===== config.mk =====
export PLATFORM = sky130hd
export DESIGN_NAME = fat_cluster_chain_walker
export DESIGN_NICKNAME = d
export VERILOG_FILES = /design/src/rtl/fcw_pkg.sv /design/src/rtl/fcw_csr.sv /design/src/rtl/fcw_core.sv /design/src/rtl/fcw_rsp_buf.sv /design/src/rtl/fat_cluster_chain_walker.sv
export SDC_FILE = /design/constraint.sdc
export NUM_CORES = 1
export LEC_CHECK = 0
export BUFFER_PORTS_ARGS = -buffer_cell sky130_fd_sc_hd__buf_4
export CAP_MARGIN = 20
export CORE_MARGIN = 2
export CORE_UTILIZATION = 35
export DETAILED_ROUTE_END_ITERATION = 8
export PLACE_DENSITY = 0.51
export SLEW_MARGIN = 10
export SYNTH_ARGS = -nofsm -noshare
export SYNTH_HDL_FRONTEND = slang
export SYNTH_SLANG_ARGS = --single-unit

===== constraint.sdc =====
create_clock -name clock -period 7.5 [get_ports clock]
set_input_delay 0.75 -clock clock [delete_from_list [all_inputs] [get_ports clock]]
set_output_delay 0.75 -clock clock [all_outputs]
set_load 0.02 [all_outputs]

===== src/rtl/fcw_pkg.sv =====
// Shared types, constants and codes for the FAT cluster chain walker.
`default_nettype none

package fcw_pkg;

   // Table formats held in the fat_type register.
   localparam logic [1:0] FatType12 = 2'd0;
   localparam logic [1:0] FatType16 = 2'd1;
   localparam logic [1:0] FatType32 = 2'd2;

   // Configuration register indexes.
   localparam logic [1:0] CsrFatType     = 2'd0;
   localparam logic [1:0] CsrFatStart    = 2'd1;
   localparam logic [1:0] CsrSectorBytes = 2'd2;

   // Reset values of the configuration registers.
   localparam logic [1:0]  FatTypeReset     = FatType32;
   localparam logic [15:0] FatStartReset    = 16'd32;
   localparam logic [12:0] SectorBytesReset = 13'd512;

   // Upper bounds of a usable cluster number for each format.
   localparam logic [31:0] Limit12 = 32'h0000_0fef;
   localparam logic [31:0] Limit16 = 32'h0000_ffef;
   localparam logic [31:0] Limit32 = 32'h0fff_ffef;
   localparam logic [31:0] MinCluster = 32'h0000_0002;

   // Table read sizes in bytes.
   localparam logic [2:0] ReadBytesShort = 3'd2;
   localparam logic [2:0] ReadBytesLong  = 3'd4;

   // Result kinds.
   localparam logic [2:0] KindElement    = 3'd0;
   localparam logic [2:0] KindReadReq    = 3'd1;
   localparam logic [2:0] KindEndOfChain = 3'd2;
   localparam logic [2:0] KindBadStart   = 3'd3;
   localparam logic [2:0] KindUnexpected = 3'd4;

   // Input operations.
   localparam logic OpStart = 1'b0;
   localparam logic OpEntry = 1'b1;

   // Configuration as seen by the walk logic.
   typedef struct packed {
      logic [1:0]  fat_type;
      logic [28:0] base_address;
   } csr_type;

   // One result transaction.
   typedef struct packed {
      logic [2:0]  kind;
      logic [27:0] cluster;
      logic [30:0] read_address;
      logic [2:0]  read_bytes;
      logic        last;
   } result_type;

   // The one or two results caused by one input transaction.
   typedef struct packed {
      logic       two;
      result_type first;
      result_type second;
   } pair_type;

endpackage : fcw_pkg

`default_nettype wire


===== src/rtl/fcw_csr.sv =====
// Configuration registers and the precomputed table base address.
`default_nettype none

module fcw_csr (
   input  wire logic                   clock,
   input  wire logic                   reset,
   input  wire logic                   csr_valid,
   output      logic                   csr_ready,
   input  wire logic [1:0]             csr_index,
   input  wire logic [15:0]            csr_data,
   output      fcw_pkg::csr_type       csr_out
);
   import fcw_pkg::*;

   logic [1:0]  fat_type_ff;
   logic [15:0] fat_start_ff;
   logic [12:0] sector_bytes_ff;
   logic [28:0] base_ff;
   logic [28:0] base_in;

   assign csr_ready = 1'b1;

   // Register writes; an index past the list is ignored.
   always_ff @(posedge clock) begin
      if (reset) begin
         fat_type_ff     <= FatTypeReset;
         fat_start_ff    <= FatStartReset;
         sector_bytes_ff <= SectorBytesReset;
      end else if (csr_valid) begin
         case (csr_index)
            CsrFatType:     fat_type_ff     <= csr_data[1:0];
            CsrFatStart:    fat_start_ff    <= csr_data;
            CsrSectorBytes: sector_bytes_ff <= csr_data[12:0];
            default: ;
         endcase
      end
   end

   // The table base byte address, registered after the multiply.
   assign base_in = 29'(fat_start_ff * sector_bytes_ff);

   always_ff @(posedge clock) begin
      base_ff <= base_in;
   end

   assign csr_out.fat_type     = fat_type_ff;
   assign csr_out.base_address = base_ff;

endmodule : fcw_csr

`default_nettype wire


===== src/rtl/fcw_core.sv =====
// Input register, walk state and the combinational entry decode.
`default_nettype none

module fcw_core (
   input  wire logic                   clock,
   input  wire logic                   reset,
   input  wire logic                   req_tvalid,
   output      logic                   req_tready,
   input  wire logic [63:0]            req_tdata,
   input  wire logic                   req_tuser,
   input  wire fcw_pkg::csr_type       csr_in,
   input  wire logic                   buf_space,
   output      logic                   pair_valid,
   output      fcw_pkg::pair_type      pair_out
);
   import fcw_pkg::*;

   logic        in_valid_ff;
   logic        in_op_ff;
   logic [31:0] in_start_ff;
   logic [31:0] in_entry_ff;
   logic [27:0] cur_ff;
   logic [27:0] cur_in;
   logic        walking_ff;
   logic        walking_in;
   logic        advance;
   logic [31:0] limit;
   logic [27:0] next_entry;
   logic [31:0] cand;
   logic        cand_ok;
   logic [27:0] cand_cl;
   logic [29:0] offset;
   logic [2:0]  nbytes;
   result_type  elem_res;
   result_type  req_res;
   result_type  one_res;

   // The held item moves on whenever the result buffer has room.
   assign advance    = in_valid_ff && buf_space;
   assign req_tready = !in_valid_ff || buf_space;
   assign pair_valid = advance;

   always_ff @(posedge clock) begin
      if (reset) begin
         in_valid_ff <= 1'b0;
      end else if (req_tready) begin
         in_valid_ff <= req_tvalid;
      end
   end

   always_ff @(posedge clock) begin
      if (req_tready && req_tvalid) begin
         in_op_ff    <= req_tuser;
         in_start_ff <= req_tdata[31:0];
         in_entry_ff <= req_tdata[63:32];
      end
   end

   // Largest usable cluster for the current format; the unused code has none.
   always_comb begin
      case (csr_in.fat_type)
         FatType12: limit = Limit12;
         FatType16: limit = Limit16;
         FatType32: limit = Limit32;
         default:   limit = '0;
      endcase
   end

   // Entry decode: FAT12 picks a nibble-aligned 12-bit field by cluster parity.
   always_comb begin
      case (csr_in.fat_type)
         FatType12: begin
            if (cur_ff[0]) begin
               next_entry = {16'd0, in_entry_ff[15:4]};
            end else begin
               next_entry = {16'd0, in_entry_ff[11:0]};
            end
         end
         FatType16: next_entry = {12'd0, in_entry_ff[15:0]};
         default:   next_entry = in_entry_ff[27:0];
      endcase
   end

   // Candidate cluster: the start value or the decoded entry.
   assign cand    = (in_op_ff == OpStart) ? in_start_ff : {4'd0, next_entry};
   assign cand_ok = (cand >= MinCluster) && (cand <= limit);
   assign cand_cl = cand[27:0];

   // Byte offset of the entry within the table.
   always_comb begin
      case (csr_in.fat_type)
         FatType12: begin
            offset = 30'({1'b0, cand_cl} + {2'b0, cand_cl[27:1]});
            nbytes = ReadBytesShort;
         end
         FatType16: begin
            offset = {1'b0, cand_cl, 1'b0};
            nbytes = ReadBytesShort;
         end
         default: begin
            offset = {cand_cl, 2'b0};
            nbytes = ReadBytesLong;
         end
      endcase
   end

   // Element and read request for a valid cluster.
   always_comb begin
      elem_res              = '0;
      elem_res.kind         = KindElement;
      elem_res.cluster      = cand_cl;
      req_res               = '0;
      req_res.kind          = KindReadReq;
      req_res.cluster       = cand_cl;
      req_res.read_address  = 31'({1'b0, csr_in.base_address} + {1'b0, offset});
      req_res.read_bytes    = nbytes;
      req_res.last          = 1'b1;
   end

   // Single-result outcomes: bad start, end of chain or stray data.
   always_comb begin
      one_res      = '0;
      one_res.last = 1'b1;
      if (in_op_ff == OpStart) begin
         one_res.kind    = KindBadStart;
         one_res.cluster = cand_cl;
      end else if (walking_ff) begin
         one_res.kind    = KindEndOfChain;
         one_res.cluster = cand_cl;
      end else begin
         one_res.kind    = KindUnexpected;
      end
   end

   // Result pair and the state the item leaves behind.
   always_comb begin
      pair_out   = '0;
      cur_in     = cur_ff;
      walking_in = walking_ff;
      if ((in_op_ff == OpEntry) && !walking_ff) begin
         pair_out.first = one_res;
      end else if (cand_ok) begin
         pair_out.two    = 1'b1;
         pair_out.first  = elem_res;
         pair_out.second = req_res;
         cur_in          = cand_cl;
         walking_in      = 1'b1;
      end else begin
         pair_out.first = one_res;
         walking_in     = 1'b0;
      end
   end

   always_ff @(posedge clock) begin
      if (reset) begin
         cur_ff     <= '0;
         walking_ff <= 1'b0;
      end else if (advance) begin
         cur_ff     <= cur_in;
         walking_ff <= walking_in;
      end
   end

endmodule : fcw_core

`default_nettype wire


===== src/rtl/fcw_rsp_buf.sv =====
// Two-entry result register that plays out one or two results per item.
`default_nettype none

module fcw_rsp_buf (
   input  wire logic                   clock,
   input  wire logic                   reset,
   input  wire logic                   pair_valid,
   input  wire fcw_pkg::pair_type      pair_in,
   output      logic                   buf_space,
   output      logic                   rsp_tvalid,
   input  wire logic                   rsp_tready,
   output      fcw_pkg::result_type    rsp_head
);
   import fcw_pkg::*;

   logic [1:0] count_ff;
   logic [1:0] count_in;
   result_type slot0_ff;
   result_type slot1_ff;
   logic       take;

   assign rsp_tvalid = (count_ff != 2'd0);
   assign take       = rsp_tvalid && rsp_tready;
   // Room for a new pair once at most the final result is leaving.
   assign buf_space  = (count_ff == 2'd0) || ((count_ff == 2'd1) && take);
   assign rsp_head   = slot0_ff;

   // Occupancy: a load replaces the contents, a take drains one.
   always_comb begin
      count_in = count_ff;
      if (pair_valid) begin
         count_in = pair_in.two ? 2'd2 : 2'd1;
      end else if (take) begin
         count_in = count_ff - 2'd1;
      end
   end

   always_ff @(posedge clock) begin
      if (reset) begin
         count_ff <= '0;
      end else begin
         count_ff <= count_in;
      end
   end

   // Result slots: load the pair, or shift the second result forward.
   always_ff @(posedge clock) begin
      if (pair_valid) begin
         slot0_ff <= pair_in.first;
         slot1_ff <= pair_in.second;
      end else if (take) begin
         slot0_ff <= slot1_ff;
      end
   end

endmodule : fcw_rsp_buf

`default_nettype wire


===== src/rtl/fat_cluster_chain_walker.sv =====
// Top level of the FAT cluster chain walker.
//
//  Channel | Direction | Payload
//  req_    | in        | tdata: start_cluster[31:0], entry_data[63:32]; tuser: op
//  rsp_    | out       | tdata: cluster, read_address, read_bytes; tuser: kind; tlast
//  csr_    | in        | csr_index (register), csr_data (value)
//
// An item is held in the input register and decoded combinationally into the
// result register, so items flow at one per cycle while each causes one result
// and the output is not stalled; the port carries one result per cycle, so an
// element and a read request hold back the next item until the second leaves.
// Reset is synchronous and clears the walk state and both handshake stages.
// A stalled output holds the input register, which then backs up req_tready.
`default_nettype none

module fat_cluster_chain_walker (
   input  wire logic        clock,
   input  wire logic        reset,
   input  wire logic        req_tvalid,
   output      logic        req_tready,
   // start_cluster [31:0], entry_data [63:32]
   input  wire logic [63:0] req_tdata,
   // op [0]
   input  wire logic        req_tuser,
   output      logic        rsp_tvalid,
   input  wire logic        rsp_tready,
   // cluster [27:0], read_address [58:28], read_bytes [61:59], zero [63:62]
   output      logic [63:0] rsp_tdata,
   // kind [2:0]
   output      logic [2:0]  rsp_tuser,
   output      logic        rsp_tlast,
   input  wire logic        csr_valid,
   output      logic        csr_ready,
   input  wire logic [1:0]  csr_index,
   input  wire logic [15:0] csr_data
);
   import fcw_pkg::*;

   csr_type    csr_cfg;
   logic       buf_space;
   logic       pair_valid;
   pair_type   pair;
   result_type head;

   // Configuration registers.
   fcw_csr u_csr (
      .clock     (clock),
      .reset     (reset),
      .csr_valid (csr_valid),
      .csr_ready (csr_ready),
      .csr_index (csr_index),
      .csr_data  (csr_data),
      .csr_out   (csr_cfg)
   );

   // Input register and decode.
   fcw_core u_core (
      .clock      (clock),
      .reset      (reset),
      .req_tvalid (req_tvalid),
      .req_tready (req_tready),
      .req_tdata  (req_tdata),
      .req_tuser  (req_tuser),
      .csr_in     (csr_cfg),
      .buf_space  (buf_space),
      .pair_valid (pair_valid),
      .pair_out   (pair)
   );

   // Result register.
   fcw_rsp_buf u_rsp_buf (
      .clock      (clock),
      .reset      (reset),
      .pair_valid (pair_valid),
      .pair_in    (pair),
      .buf_space  (buf_space),
      .rsp_tvalid (rsp_tvalid),
      .rsp_tready (rsp_tready),
      .rsp_head   (head)
   );

   // Pack the result transaction.
   assign rsp_tdata = {2'b00, head.read_bytes, head.read_address, head.cluster};
   assign rsp_tuser = head.kind;
   assign rsp_tlast = head.last;

endmodule : fat_cluster_chain_walker

`default_nettype wire

==> flow_summary.toml <==
[critical_path]
cp_data_arrival_time_ns = 7.17
cp-start-kind = "flip-flop"
worstReg2RegEnd = "u_rsp_buf.slot1_ff[26]$_SDFFCE_PN0P_"
r2r-start = "u_csr.fat_type_ff[1]$_SDFFE_PP1P_"
worstSetupStartpoint = "u_csr.fat_type_ff[1]$_SDFFE_PP1P_"
rr_worst_depth = 26
worstSetupEndpointType = "flip-flop"
required_ns = 7.93
path_class = "flip-flop to flip-flop"
ff2ff_setup_slack_ns = 0.75
critPathMaxFanout = 10

[pwr]
power_density_nw_per_um2 = 198.4
clkPwrFrac_pct = 30.5
power_frac_comb_pct = 29.5
swShare_pct = 33.15
p_int_mw = 3.076
p_seq_share_pct = 40.0
leakage_nw = 10.30
peakVddDrop_uv = 168.3
p_switching_mw = 1.526

[die]
rows = 88
ioPinCount = 159
die_x_um = 245.1
coreArea_um2 = 57590
initial_utilization_pct = 35.34
die_y_um = 245.1
die_area_um2 = 60080

[placed_design]
gp_congestion = 0.9199
port_buffers = 150
dp_hpwl_mm = 42.74

[logic_synthesis]
synth_common_cells = "284 x nand2_1, 241 x inv_1, 188 x edfxtp_1, 185 x ha_1, 155 x fa_1"
syn_inst = 2085
syn_area_per_cell_um2 = 9.759
yosysTopAreaCellShare_pct = 27.74
synth_cell_type_count = 85
synthArstFlopShare_pct = 0
synth_area_um2 = 20350
synth_largest_area_cell = "edfxtp_1"
synth_flop_cell = "edfxtp_1"
synth-seq-cells = 253
yosysWarnings = 0
synth_seq_area_share_pct = 34.14
synth_edf_count = 188
post-synth-top-count-cell = "nand2_1"
synth_area_leaders = "edfxtp_1 28%, fa_1 15%, ha_1 11%"

[timing]
timing.slew.headroom_pct = 30.87
worst_pin_slew_ns = 1.027
fmax_ghz = 0.1482
finalClockSkew_ns = 0.03033
finalCriticalPeriod_ns = 6.746
fin_tns_setup_ns = 0
final_hold_viol_count = 0
setup_violations = 0
maxSlewViolCount = 0
finalCritPeriodShare_pct = 89.95
timing.hold.ws_ns = 0.3441
rsz0062_at_grt = "no"

[min_path]
hold_depth = 1
min-delay-start = "req_tdata[56]"
hold_path_class = "input pin to flip-flop"
min_to = "u_core.in_entry_ff[24]$_DFFE_PP_"

[global_routing]
antenna_found_initial = 0
grt_usage_pct = 18.60
grt_use_met2_pct = 29.31
grt_max_degree = 66
use_met1_pct = 27.51
grtUsageMet3_pct = 2.088
grt_pass1_wl_mm = 88.26
grt_most_used_layer = "met2"
grt_pass1_vias = 15520
grt.overflow.total = 0

[cts]
htree_levels = 1
postCtsHoldBufs = 0
clk_latency_ns = 0.58
clk_pin_slew_ns = 0.06
numCtsBuffers = 27
cts-root-buf = "clkbuf_16"
clk_path_buf_depth = 3
cts.sinks = 253
cts_tree = "done"

[detailed_routing]
wl_per_cell_um = 18.58
drc = 0
vias = 15180
dr.pass1.iters = 5
via_per_inst = 5.079
drt_iter0_markers = 952
finalWirelength_mm = 55.52
ant_nets = 0

[final_layout]
antennaDiodeCount = 0
drive_gt1_share_pct = 11.65
syn2layout_area_growth_pct = 14.00
layout.nets = 2630

[run]
maxCapViolCount = 0

[run_status]
status = "completed"
-- logic make-up (layout without fill, tap and decap cells) --
kind of cell / count (synthesis) / after routing / synth area share (%)
buf+inv: 336 / 472 / 6.518
other cells: 2 / 4 / 0.03691
flops: 253 / 253 / 34.14
fa+ha+maj: 340 / 340 / 26.62
compound gates: 414 / 414 / 13.72
mux: 12 / 12 / 0.6087
simple gates: 667 / 667 / 15.73
xor+xnor: 61 / 61 / 2.626
-- per-stage QoR --
stage	power [mW]	setup slack (ns)	area, um2	utilization, %	std cells
floorplan	2.745	1.511	20360	-	2087
global placement	3.212	0.7597	22240	38.62	2936
detailed placement	3.231	0.6349	22240	38.62	2936
CTS	4.649	0.6349	23180	40.26	2986
global route	4.861	0.1462	23200	40.28	2988
finish	4.602	0.7541	23200	40.28	2988
-- timing repair --
item | CTS | global route
setup endpoints to repair | 0 | 1
resized for setup | 0 | 1
buffers inserted | 0 | 1
-- layer usage --
layer | up-vias | share of wire (%)
li1 | 7329 | -
met1 | 7402 | 49
met2 | 385 | 45
met3 | 60 | 4.3
met4 | 0 | 1.6
met5 | - | 0
-- state kept, by name (all words and copies together) (netlist names), 2 cells and up --
register / count
u_core.in_entry_ff: 28
u_csr.base_ff: 29
u_csr.fat_start_ff: 16
u_core.in_start_ff: 32
u_rsp_buf.count_ff: 2
u_rsp_buf.rsp_head: 65
u_csr.fat_type_ff: 2
u_rsp_buf.slot1_ff: 62
u_csr.sector_bytes_ff: 13
-- how the worst max path moves through the flow --
stage | slack (ns) | end | cells after the start
floorplan | 1.51 | u_rsp_buf.slot1_ff[33]$_SDFFCE_PN0P_ | 27
global placement | 0.76 | u_rsp_buf.slot1_ff[33]$_SDFFCE_PN0P_ | 26
detailed placement | 0.63 | u_rsp_buf.slot1_ff[33]$_SDFFCE_PN0P_ | 26
CTS | 0.63 | u_rsp_buf.slot1_ff[33]$_SDFFCE_PN0P_ | 26
global route | 0.15 | u_rsp_buf.slot1_ff[33]$_SDFFCE_PN0P_ | 28
finish | 0.75 | u_rsp_buf.slot1_ff[26]$_SDFFCE_PN0P_ | 26
-- cell usage in the layout, fill, tap and decap left out, types with 6 or more instances in the layout --
cell type  Yosys  routed
nand2_1      284     284
inv_1        241     240
edfxtp_1     188     188
ha_1         185     185
buf_4          7     178
fa_1         155     155
and2_1       132     131
a21oi_1      110     110
nor2_1       106     106
o21ai_0       85      85
dfxtp_1       65      65
a21o_1        40      40
xnor2_1       34      34
xor2_1        27      27
clkbuf_16      0      27
nand3_1       22      21
nor3_1        20      20
a22oi_1       19      19
nand2b_1      20      18
nor2b_1       17      17
a31oi_1       17      17
o221ai_1      14      14
o21bai_1      13      13
a211oi_1      13      13
and3_1        13      13
nand4_1       11      11
o31ai_1       10      10
mux2i_1        9       9
o211ai_1       9       9
or3_1          8       8
a21boi_0       8       8
o21a_1         7       7
nor4_1         7       7
o22ai_1        6       6
-- area by class of cell --
class / instances / area [um2]
clock buffer: 33 / 748.2
fill: 5726 / 34390
tap: 765 / 957.2
sequential: 253 / 6947
multi-input combinational: 1498 / 12100
timing repair buffer: 178 / 1336
clock inverter: 17 / 193.9
inverter: 244 / 915.9
-- critical path, stage by stage, from the launching register on --
cell and delay (ns):
dfxtp_1 0.35, inv_1 0.11, ha_1 0.28, buf_4 0.20, nand2b_1 0.31, a221o_1 0.47, a21o_1 0.34, ha_1 0.32
ha_1 0.21, a2111oi_0 0.39, o31ai_1 0.17, a31oi_1 0.19, a211oi_2 0.10, and3_1 0.24, a21boi_0 0.21, xor2_1 0.16
o21ai_0 0.17, ha_1 0.46, inv_1 0.09, o21bai_1 0.14, a21oi_1 0.09, nand2_1 0.09, inv_1 0.06, a311o_1 0.43
o21ba_2 0.25, or4b_2 0.61, a31oi_1 0.18
-- power by group through the flow --
| stage | registers, mW | clock network, mW | logic (mW) |
|---|---|---|---|
| 5_1_grt | 1.86 | 1.50 | 1.50 |
| 3_5_place_dp | 1.88 | 0 | 1.35 |
| 3_3_place_gp | 1.87 | 0 | 1.34 |
| 4_1_cts | 1.85 | 1.44 | 1.36 |
| 2_1_floorplan | 1.94 | 0 | 0.805 |
| 6_report | 1.84 | 1.40 | 1.36 |
No activity file was read; power rests on OpenSTA's default activity.
